--- src/sv/tmfp_pkg.sv ---
// ---------------------------------------------------------------------------
// tmfp_pkg
// shared constants for the tagged measurement frame parser
// ---------------------------------------------------------------------------
package tmfp_pkg;

  // default data bytes per segment
  localparam int unsigned FIELD_BYTES_DEF = 4;

  // segment tags
  localparam logic [7:0] TAG_SUPPLY  = 8'h61;
  localparam logic [7:0] TAG_OUTPUT  = 8'h62;
  localparam logic [7:0] TAG_CURRENT = 8'h63;

  // field widths
  localparam int unsigned BYTE_W = 8;
  localparam int unsigned CFG_W  = 17;
  localparam int unsigned VOLT_W = 16;
  localparam int unsigned CUR_W  = 32;

  // voltage limit after reset, in hundredths
  localparam logic [CFG_W-1:0] LIMIT_RESET = 17'd1100;

  // compare width and the bound set by the 16-bit held voltages
  localparam int unsigned CMP_W     = 33;
  localparam int unsigned VOLT_SPAN = 1 << VOLT_W;

endpackage

--- src/sv/tmfp_frame_check.sv ---
// ---------------------------------------------------------------------------
// tmfp_frame_check
// frame acceptance: clean tags and both voltages below 65536 and inside (0, limit)
// ---------------------------------------------------------------------------
module tmfp_frame_check #(
  parameter int unsigned ACC_W = 8 * tmfp_pkg::FIELD_BYTES_DEF
) (
  input  logic [ACC_W-1:0]            supply,
  input  logic [ACC_W-1:0]            outv,
  input  logic [tmfp_pkg::CFG_W-1:0]  limit,
  input  logic                        tag_err,
  output logic                        ok
);

  logic supply_ok;
  logic output_ok;

  // strict bounds, also capped by what 16 bits can hold
  always_comb begin
    supply_ok = (supply != '0)
             && (tmfp_pkg::CMP_W'(supply) < tmfp_pkg::CMP_W'(limit))
             && (tmfp_pkg::CMP_W'(supply) < tmfp_pkg::CMP_W'(tmfp_pkg::VOLT_SPAN));
    output_ok = (outv != '0)
             && (tmfp_pkg::CMP_W'(outv) < tmfp_pkg::CMP_W'(limit))
             && (tmfp_pkg::CMP_W'(outv) < tmfp_pkg::CMP_W'(tmfp_pkg::VOLT_SPAN));
    ok = !tag_err && supply_ok && output_ok;
  end

endmodule

--- src/sv/tagged_measurement_frame_parser.sv ---
// ---------------------------------------------------------------------------
// tagged measurement frame parser
// parses 3-segment tagged frames of received bytes into held measurements
// ---------------------------------------------------------------------------
// usage
//   in_valid / in_ready / in_rx_byte carry one received byte per word.
//   a frame is 'a' + supply, 'b' + output, 'c' + current, each value sent
//   FIELD_BYTES bytes most significant first (15 bytes at the default).
//   out_valid / out_ready deliver one word per frame end with the held
//   values, accepted and tag_error.
//   cfg_wr_en / cfg_wr_data write voltage_limit; write only while idle.
// timing
//   a byte is taken into an input register, then processed from there
//   by a compare and shift; the result word is registered in the output
//   register when the last byte of a frame is processed. one byte per
//   cycle is sustained; the single output register lets the block keep
//   taking bytes while a result waits, and only a frame end that meets a
//   full output register stalls the input.
// reset
//   synchronous active-low reset clears the frame position, pending and
//   held values and both registers' valid flags; the limit returns to 1100.
// ---------------------------------------------------------------------------
module tagged_measurement_frame_parser #(
  parameter int unsigned FIELD_BYTES = tmfp_pkg::FIELD_BYTES_DEF
) (
  input  logic                               clk,
  input  logic                               rst_n,
  input  logic                               in_valid,
  output logic                               in_ready,
  input  logic [tmfp_pkg::BYTE_W-1:0]        in_rx_byte,
  output logic                               out_valid,
  input  logic                               out_ready,
  output logic [tmfp_pkg::VOLT_W-1:0]        out_supply_voltage,
  output logic [tmfp_pkg::VOLT_W-1:0]        out_output_voltage,
  output logic signed [tmfp_pkg::CUR_W-1:0]  out_load_current,
  output logic                               out_accepted,
  output logic                               out_tag_error,
  input  logic                               cfg_wr_en,
  input  logic [tmfp_pkg::CFG_W-1:0]         cfg_wr_data
);

  localparam int unsigned ACC_W = 8 * FIELD_BYTES;
  localparam int unsigned OFF_W = $clog2(FIELD_BYTES + 1);
  localparam logic [OFF_W-1:0] OFF_LAST = OFF_W'(FIELD_BYTES);
  localparam logic [1:0] SEG_SUPPLY  = 2'd0;
  localparam logic [1:0] SEG_OUTPUT  = 2'd1;
  localparam logic [1:0] SEG_CURRENT = 2'd2;

  // input register
  logic                        in_valid_r;
  logic [tmfp_pkg::BYTE_W-1:0] in_byte_r;

  // frame state
  logic [1:0]       seg_r, seg_nxt;
  logic [OFF_W-1:0] off_r, off_nxt;
  logic [ACC_W-1:0] acc_r, acc_nxt;
  logic [ACC_W-1:0] pend_supply_r, pend_supply_nxt;
  logic [ACC_W-1:0] pend_output_r, pend_output_nxt;
  logic             err_r, err_nxt;
  logic [tmfp_pkg::VOLT_W-1:0] held_supply_r, held_supply_nxt;
  logic [tmfp_pkg::VOLT_W-1:0] held_output_r, held_output_nxt;
  logic [tmfp_pkg::CUR_W-1:0]  held_current_r, held_current_nxt;

  // configuration
  logic [tmfp_pkg::CFG_W-1:0] limit_r;

  // output register
  logic                        out_valid_r;
  logic [tmfp_pkg::VOLT_W-1:0] out_supply_r;
  logic [tmfp_pkg::VOLT_W-1:0] out_output_r;
  logic [tmfp_pkg::CUR_W-1:0]  out_current_r;
  logic                        out_accepted_r;
  logic                        out_tag_err_r;

  logic                        frame_end;
  logic                        proc_fire;
  logic                        frame_ok;
  logic                        tag_bad;
  logic [7:0]                  tag_exp;
  logic [ACC_W+7:0]            acc_shift;

  // the byte in the input register closes a frame
  assign frame_end = (seg_r == SEG_CURRENT) && (off_r == OFF_LAST);

  // process the held byte unless it closes a frame into a full output
  assign proc_fire = in_valid_r && (!frame_end || !out_valid_r || out_ready);
  assign in_ready  = !in_valid_r || proc_fire;

  // expected tag for the current segment
  always_comb begin
    unique case (seg_r)
      SEG_SUPPLY:  tag_exp = tmfp_pkg::TAG_SUPPLY;
      SEG_OUTPUT:  tag_exp = tmfp_pkg::TAG_OUTPUT;
      SEG_CURRENT: tag_exp = tmfp_pkg::TAG_CURRENT;
      default:     tag_exp = tmfp_pkg::TAG_CURRENT;
    endcase
  end

  assign tag_bad   = (in_byte_r != tag_exp);
  assign acc_shift = {acc_r, in_byte_r};

  // per-byte state update
  always_comb begin
    seg_nxt         = seg_r;
    off_nxt         = off_r;
    acc_nxt         = acc_r;
    pend_supply_nxt = pend_supply_r;
    pend_output_nxt = pend_output_r;
    err_nxt         = err_r;
    if (off_r == '0) begin
      acc_nxt = '0;
      err_nxt = (seg_r == SEG_SUPPLY) ? tag_bad : (err_r | tag_bad);
    end else begin
      acc_nxt = acc_shift[ACC_W-1:0];
      if (off_r == OFF_LAST) begin
        if (seg_r == SEG_SUPPLY) pend_supply_nxt = acc_nxt;
        if (seg_r == SEG_OUTPUT) pend_output_nxt = acc_nxt;
      end
    end
    // advance position
    if (off_r == OFF_LAST) begin
      off_nxt = '0;
      seg_nxt = frame_end ? SEG_SUPPLY : seg_r + 2'd1;
    end else begin
      off_nxt = off_r + OFF_W'(1);
    end
  end

  tmfp_frame_check #(
    .ACC_W (ACC_W)
  ) u_check (
    .supply  (pend_supply_r),
    .outv    (pend_output_r),
    .limit   (limit_r),
    .tag_err (err_r),
    .ok      (frame_ok)
  );

  // held values take the frame when it passes
  always_comb begin
    held_supply_nxt  = held_supply_r;
    held_output_nxt  = held_output_r;
    held_current_nxt = held_current_r;
    if (frame_end && frame_ok) begin
      held_supply_nxt  = tmfp_pkg::VOLT_W'(pend_supply_r);
      held_output_nxt  = tmfp_pkg::VOLT_W'(pend_output_r);
      held_current_nxt = tmfp_pkg::CUR_W'(acc_nxt);
    end
  end

  // input register
  always_ff @(posedge clk) begin
    if (!rst_n) begin
      in_valid_r <= 1'b0;
    end else if (in_ready) begin
      in_valid_r <= in_valid;
    end
    if (in_valid && in_ready) begin
      in_byte_r <= in_rx_byte;
    end
  end

  // frame state and held values
  always_ff @(posedge clk) begin
    if (!rst_n) begin
      seg_r          <= SEG_SUPPLY;
      off_r          <= '0;
      acc_r          <= '0;
      pend_supply_r  <= '0;
      pend_output_r  <= '0;
      err_r          <= 1'b0;
      held_supply_r  <= '0;
      held_output_r  <= '0;
      held_current_r <= '0;
    end else if (proc_fire) begin
      seg_r          <= seg_nxt;
      off_r          <= off_nxt;
      acc_r          <= acc_nxt;
      pend_supply_r  <= pend_supply_nxt;
      pend_output_r  <= pend_output_nxt;
      err_r          <= err_nxt;
      held_supply_r  <= held_supply_nxt;
      held_output_r  <= held_output_nxt;
      held_current_r <= held_current_nxt;
    end
  end

  // voltage limit register
  always_ff @(posedge clk) begin
    if (!rst_n) begin
      limit_r <= tmfp_pkg::LIMIT_RESET;
    end else if (cfg_wr_en) begin
      limit_r <= cfg_wr_data;
    end
  end

  // output register
  always_ff @(posedge clk) begin
    if (!rst_n) begin
      out_valid_r <= 1'b0;
    end else if (proc_fire && frame_end) begin
      out_valid_r <= 1'b1;
    end else if (out_ready) begin
      out_valid_r <= 1'b0;
    end
    if (proc_fire && frame_end) begin
      out_supply_r   <= held_supply_nxt;
      out_output_r   <= held_output_nxt;
      out_current_r  <= held_current_nxt;
      out_accepted_r <= frame_ok;
      out_tag_err_r  <= err_r;
    end
  end

  assign out_valid          = out_valid_r;
  assign out_supply_voltage = out_supply_r;
  assign out_output_voltage = out_output_r;
  assign out_load_current   = out_current_r;
  assign out_accepted       = out_accepted_r;
  assign out_tag_error      = out_tag_err_r;

endmodule

--- config.mk ---
export PLATFORM = sky130hd
export DESIGN_NAME = tagged_measurement_frame_parser
export DESIGN_NICKNAME = d
export VERILOG_FILES = /design/src/sv/tmfp_pkg.sv /design/src/sv/tmfp_frame_check.sv /design/src/sv/tagged_measurement_frame_parser.sv
export SDC_FILE = /design/constraint.sdc
export NUM_CORES = 1
export LEC_CHECK = 0
export ABC_AREA = 1
export BUFFER_PORTS_ARGS = -buffer_cell sky130_fd_sc_hd__buf_4
export CORE_MARGIN = 4
export CORE_UTILIZATION = 55
export DETAILED_ROUTE_END_ITERATION = 16
export PLACE_DENSITY = 0.85
export REMOVE_ABC_BUFFERS = 1
export SETUP_SLACK_MARGIN = 0.15
export SKIP_LAST_GASP = 1
export SYNTH_ARGS = -nofsm -noshare
export SYNTH_HDL_FRONTEND = slang
export SYNTH_SLANG_ARGS = --single-unit
export TNS_END_PERCENT = 20
--- constraint.sdc ---
create_clock -name clk -period 3.6 [get_ports clk]
set_input_delay 0.9 -clock clk [delete_from_list [all_inputs] [get_ports clk]]
set_output_delay 0.9 -clock clk [all_outputs]
set_load 0.03 [all_outputs]
; Word-level counts from Yosys, hierarchy flattened
; Index checks and enable logic that the tools add are counted.
[word_totals]
ff_bits = 251
output_inout_bits = 68
inputBits = 30
word_cells = 67
[op_classes]
add_sub_neg = 2
magnitude_cmp = 4
bitwise_logic = 2
n_eq_ne = 4
reduce_logical = 27
mux = 10
[op_table]
columns = operator, n
row1 = 32-bit by 17-bit less-than comparator with 1-bit output, 2
row2 = 32-bit by 17-bit less-than comparator with 1-bit output (second input constant), 2
row3 = 32-bit two-way mux, 2
row4 = 32-bit nonzero test, 2
row5 = 16-bit two-way mux, 2
row6 = 1-bit logical AND, 11
row7 = 8-bit inequality test, 1
row8 = 4-bit AND reduction, 2
row9 = 1-bit zero test, 4
row10 = 2-bit one-hot mux with 2 select lines, 1
row11 = 2-bit AND reduction, 2
row12 = 3-bit by 1-bit adder with 3-bit output (second input constant), 1
row13 = 3-bit == test (second input constant), 1
row14 = 3-bit zero test, 1
row15 = 1-bit logical OR, 3
row16 = 1-bit two-way mux, 3
row17 = 3-bit two-way mux, 1
row18 = 2-bit by 1-bit adder with 2-bit output (second input constant), 1
row19 = 2-bit by 1-bit == test with 1-bit output (second input constant), 1
row20 = 2-bit == test (second input constant), 1
row21 = 2-bit zero test, 1
row22 = 2-bit two-way mux, 1
row23 = 2-bit nonzero test, 1
row24 = 1-bit inverter, 1
row25 = 1-bit bitwise OR, 1

; Longest topological paths before layout
[depth]
depth_word = 8
mapped_depth = 17
depth_no_buf = 16

; Hierarchy
; A second synthesis with hierarchy kept.
[unflattened]
cells_unflattened = 1444
hier_area_um2 = 10998.0
[modules_own_cells]
columns = mod, area_per_inst_um2, seq_area_each_um2, n_inst, cells_each
row1 = tagged_measurement_frame_parser, 9982.1, 5765.5, 1, 1270
row2 = tmfp_frame_check, 1016.0, 0.0, 1, 174

; Worst setup path after synthesis
; No wires, ideal clock.
[synth_path]
path_type = input-to-reg
start = input out_ready
end = register out_accepted_r, in the netlist out_accepted (enable)
required_ns = 3.179
setup_time_ns = 0.421
path_stages = 7
path_buffers = 1
path_slack_ns = 0.399
arrival_time_ns = 2.780
path_cell_list = nor2_1 nand2_1 nand2_2 inv_2 buf_2 nand2_1 inv_1
[synth_via]
elab_chain_len = 3
[synth_rtl]
columns = item, line
row1 = from (decl), tagged_measurement_frame_parser.sv:32  ; input logic out_ready,
row2 = 1-bit logical OR, tagged_measurement_frame_parser.sv:86  ; assign proc_fire = in_valid_r && (!frame_end || !out_valid_r || out_ready);
row3 = 1-bit logical AND, tagged_measurement_frame_parser.sv:86
row4 = 1-bit logical AND, tagged_measurement_frame_parser.sv:206  ; if (proc_fire && frame_end) begin
row5 = to (signal assigned), tagged_measurement_frame_parser.sv:210  ; out_accepted_r <= frame_ok;
row6 = to (decl), tagged_measurement_frame_parser.sv:72  ; logic out_accepted_r;
; Every way passes these cells.
; A chain may end at the register's enable or synchronous reset.

; Final worst setup path
[layout_path]
start = register off_r[0]
end = output in_ready
[layout_via]
elab_chain_len = 7
[layout_rtl]
columns = item, line
row1 = from (decl), tagged_measurement_frame_parser.sv:55  ; logic [OFF_W-1:0] off_r, off_nxt;
row2 = from (signal assigned), tagged_measurement_frame_parser.sv:177  ; off_r <= off_nxt;
row3 = 3-bit == test, tagged_measurement_frame_parser.sv:83  ; assign frame_end = (seg_r == SEG_CURRENT) && (off_r == OFF_LAST);
row4 = 1-bit logical AND, tagged_measurement_frame_parser.sv:83
row5 = 1-bit zero test, tagged_measurement_frame_parser.sv:86
row6 = 1-bit logical OR (2 in series), tagged_measurement_frame_parser.sv:86
row7 = 1-bit logical AND, tagged_measurement_frame_parser.sv:86
row8 = 1-bit logical OR, tagged_measurement_frame_parser.sv:87  ; assign in_ready = !in_valid_r || proc_fire;
row9 = to (decl), tagged_measurement_frame_parser.sv:29  ; output logic in_ready,
; Every way passes these cells.

==> run metrics <==
Slew Limit Fails 0; 1st-iter DRT viols 834; Final Cell Area 0.0131 mm2; Req. time, crit path 2700 ps; CP Capture Type output port; Unique masters post-synth 33; PortBufs 97; hpwl dp 17,600 um; #FFs+latches synth 251; die width 153 um; largest net degree at the start of global routing 168; Layout Skew 17.4 ps; Core ar. 0.0204 mm2; DRT antenna net count 0; Combinational Power Share 6.6%; Fill cells 1,601; Max-Slew Margin vs Limit 38.9%; fin nets 1,524; number of flops mapped to enable cells by yosys 74; Area contributors post-synth dfxtp_1 31%, edfxtp_1 19%, nand2_1 9.4%; Initial Utilization 56.5%; Post-Syn Area 0.0115 mm2; fin util 64.3%; Post-CTS Repair Setup Buffers 0; WS Path Type flop to output port; area post-placement 0.0123 mm2; first drt pass iteration count 6; ys async rst share 0%; share of the synthesized area in the top cell type 30.7%; Pleak 6.09 nW; post-cts sizing count 0; drt wl/cell 15.4 um; sequential-to-total area share from yosys stat 49.9%; syn_area_per_cell 8.25 um2; crit path DAT 1980 ps; first-pass GRT wire length 44,200 um; # setup viols final 0; status finished, final reports clean; P_int 4.72 mW; pwr/cell area 468 mW/mm2; startpoint types flop; Final Critical Period 2880 ps; Antenna diodes 0; dominant synthesized flop cell dfxtp_1; setup tns final 0 ps; RSZ-0062 raised after global routing no; Fmax 347 MHz; Placement Rows 52; Max IR drop VDD 375 uV; P&R area growth vs syn 13.7%; Reg2Reg Depth 13; hold buffers post-CTS 0; Num CTS Buffers 26; Tot GR Track Use 22.4%; DRC viols 0; # IOs 98; P_sw 1.43 mW; hold path depth 2; crit share post-route 80.0%; Final Wtd Congestion 0.905; Final Hold Fails 0; crit path max fanout 5; Synth warnings 0; switching part of the total 23.3%; post-synth top area cell dfxtp_1; clock slew seen by the registers of the worst setup and hold paths 60 ps; Die Ht 153 um; Synth top cells by count 290 x nand2_1, 188 x nor2_1, 177 x dfxtp_1; share of post-route cells with drive strength above 1 15.8%; initial antenna violation count 0; vias per cell 5.47; Clock Sinks 251; Clock Power Share 43.9%; Slew @ Worst Pin 917 ps; vias in the first global route 9,142; H-tree depth 1; Root Driver clkbuf_16; drt total wl 26,900 um; maximum buffer depth of the clock tree 3; worst-skew pair later-pin latency 530 ps; worst hold path class flop to flop; MaxCap Viol Count 0; via count 9,578; most common cell in the netlist nand2_1; register share of total power 49.5%; CTS tree yes; gr ovfl total 0; Post-Syn Instances 1,400; Tot Pwr 6.15 mW; die area 0.0234 mm2
## critical path, cell delays in order, from the launching register on
cell and delay (ps):
dfxtp_1 330, inv_1 80, ha_1 200, nand2_2 120
nor3_4 310, nand3_1 200, buf_4 220
## area by class of cell
type | count | area [um2] | share of cell area [%]
sequential | 251 | 5770 | 43.9
timing repair buffer | 114 | 893 | 6.80
tap | 270 | 338 | 2.57
inverter | 169 | 637 | 4.85
clock buffer | 36 | 772 | 5.88
multi-input combinational | 898 | 4620 | 35.2
clock inverter | 12 | 101 | 0.772
## layer usage
layer,track usage (%),part of all wire [%],wire length [um]
met3,3.11,7.1,1920
met2,38.7,49,13100
met5,0,0,0
met4,8.15,2.9,775
met1,28.9,41,11200
## final timing paths
| check | from | endpoint | slack (ps) |
|---|---|---|---|
| setup / recovery | off_r[0] | in_ready | 720 |
| hold / removal | pend_output_r[26] | pend_output_r[26] | 450 |
| setup reg to reg | pend_output_r[9] | held_current_r[3] | 920 |
| hold reg to reg | pend_output_r[26] | pend_output_r[26] | 450 |
## cells in the final DEF, fill, tap and decap left out, types with 2 or more instances in the layout
cell type	n
nand2_2	5
ha_1	34
nor4_1	2
nand4_1	27
clkbuf_8	2
nor3_1	5
inv_1	150
buf_4	111
nand3_1	80
edfxtp_1	74
a21oi_1	118
clkinv_4	2
o22ai_1	2
inv_6	2
inv_2	17
nand2_1	290
nor2_1	188
dfxtp_1	177
nand4_2	49
o21ai_1	15
clkbuf_16	29
inv_4	2
o21ai_0	73
clkinv_2	6
clkbuf_1	5
buf_12	3
## cell families after synthesis
group,share of synthesized area [%]
AND/OR/NAND/NOR,26.9
buffers and inverters,10.0
flip-flops,49.9
XOR/XNOR,0.0759
AO/OA/AOI/OAI,9.31
adder cells (fa/ha/maj),3.68
## state kept, by name, indices dropped and copies added (netlist names), 2 cells and up
| register | cells |
|---|---|
| held_current_r | 32 |
| out_load_current | 32 |
| pend_output_r | 32 |
| pend_supply_r | 32 |
| acc_r | 24 |
| limit_r | 17 |
| held_output_r | 16 |
| held_supply_r | 16 |
| out_output_voltage | 16 |
| out_supply_voltage | 16 |
| in_byte_r | 8 |
| off_r | 3 |
| seg_r | 2 |
## power groups by stage
stage,logic [mW],registers (mW),clock network (mW)
final,0.409,3.04,2.70
after detailed placement,0.403,3.10,0
after floorplan,0.281,3.09,0
after global routing,0.468,3.05,2.85
after CTS,0.408,3.04,2.72
after global placement,0.380,3.10,0
## per-stage QoR
stage / hold WS (ps) / cells / setup slack [ps]
detailed placement: 439 / 1702 / 991
finish: 449 / 1750 / 721
global route: 464 / 1750 / 639
floorplan: 422 / 1318 / -1660
CTS: 448 / 1750 / 733
global placement: 431 / 1702 / 1070
Power figures use the tool's default switching activity.
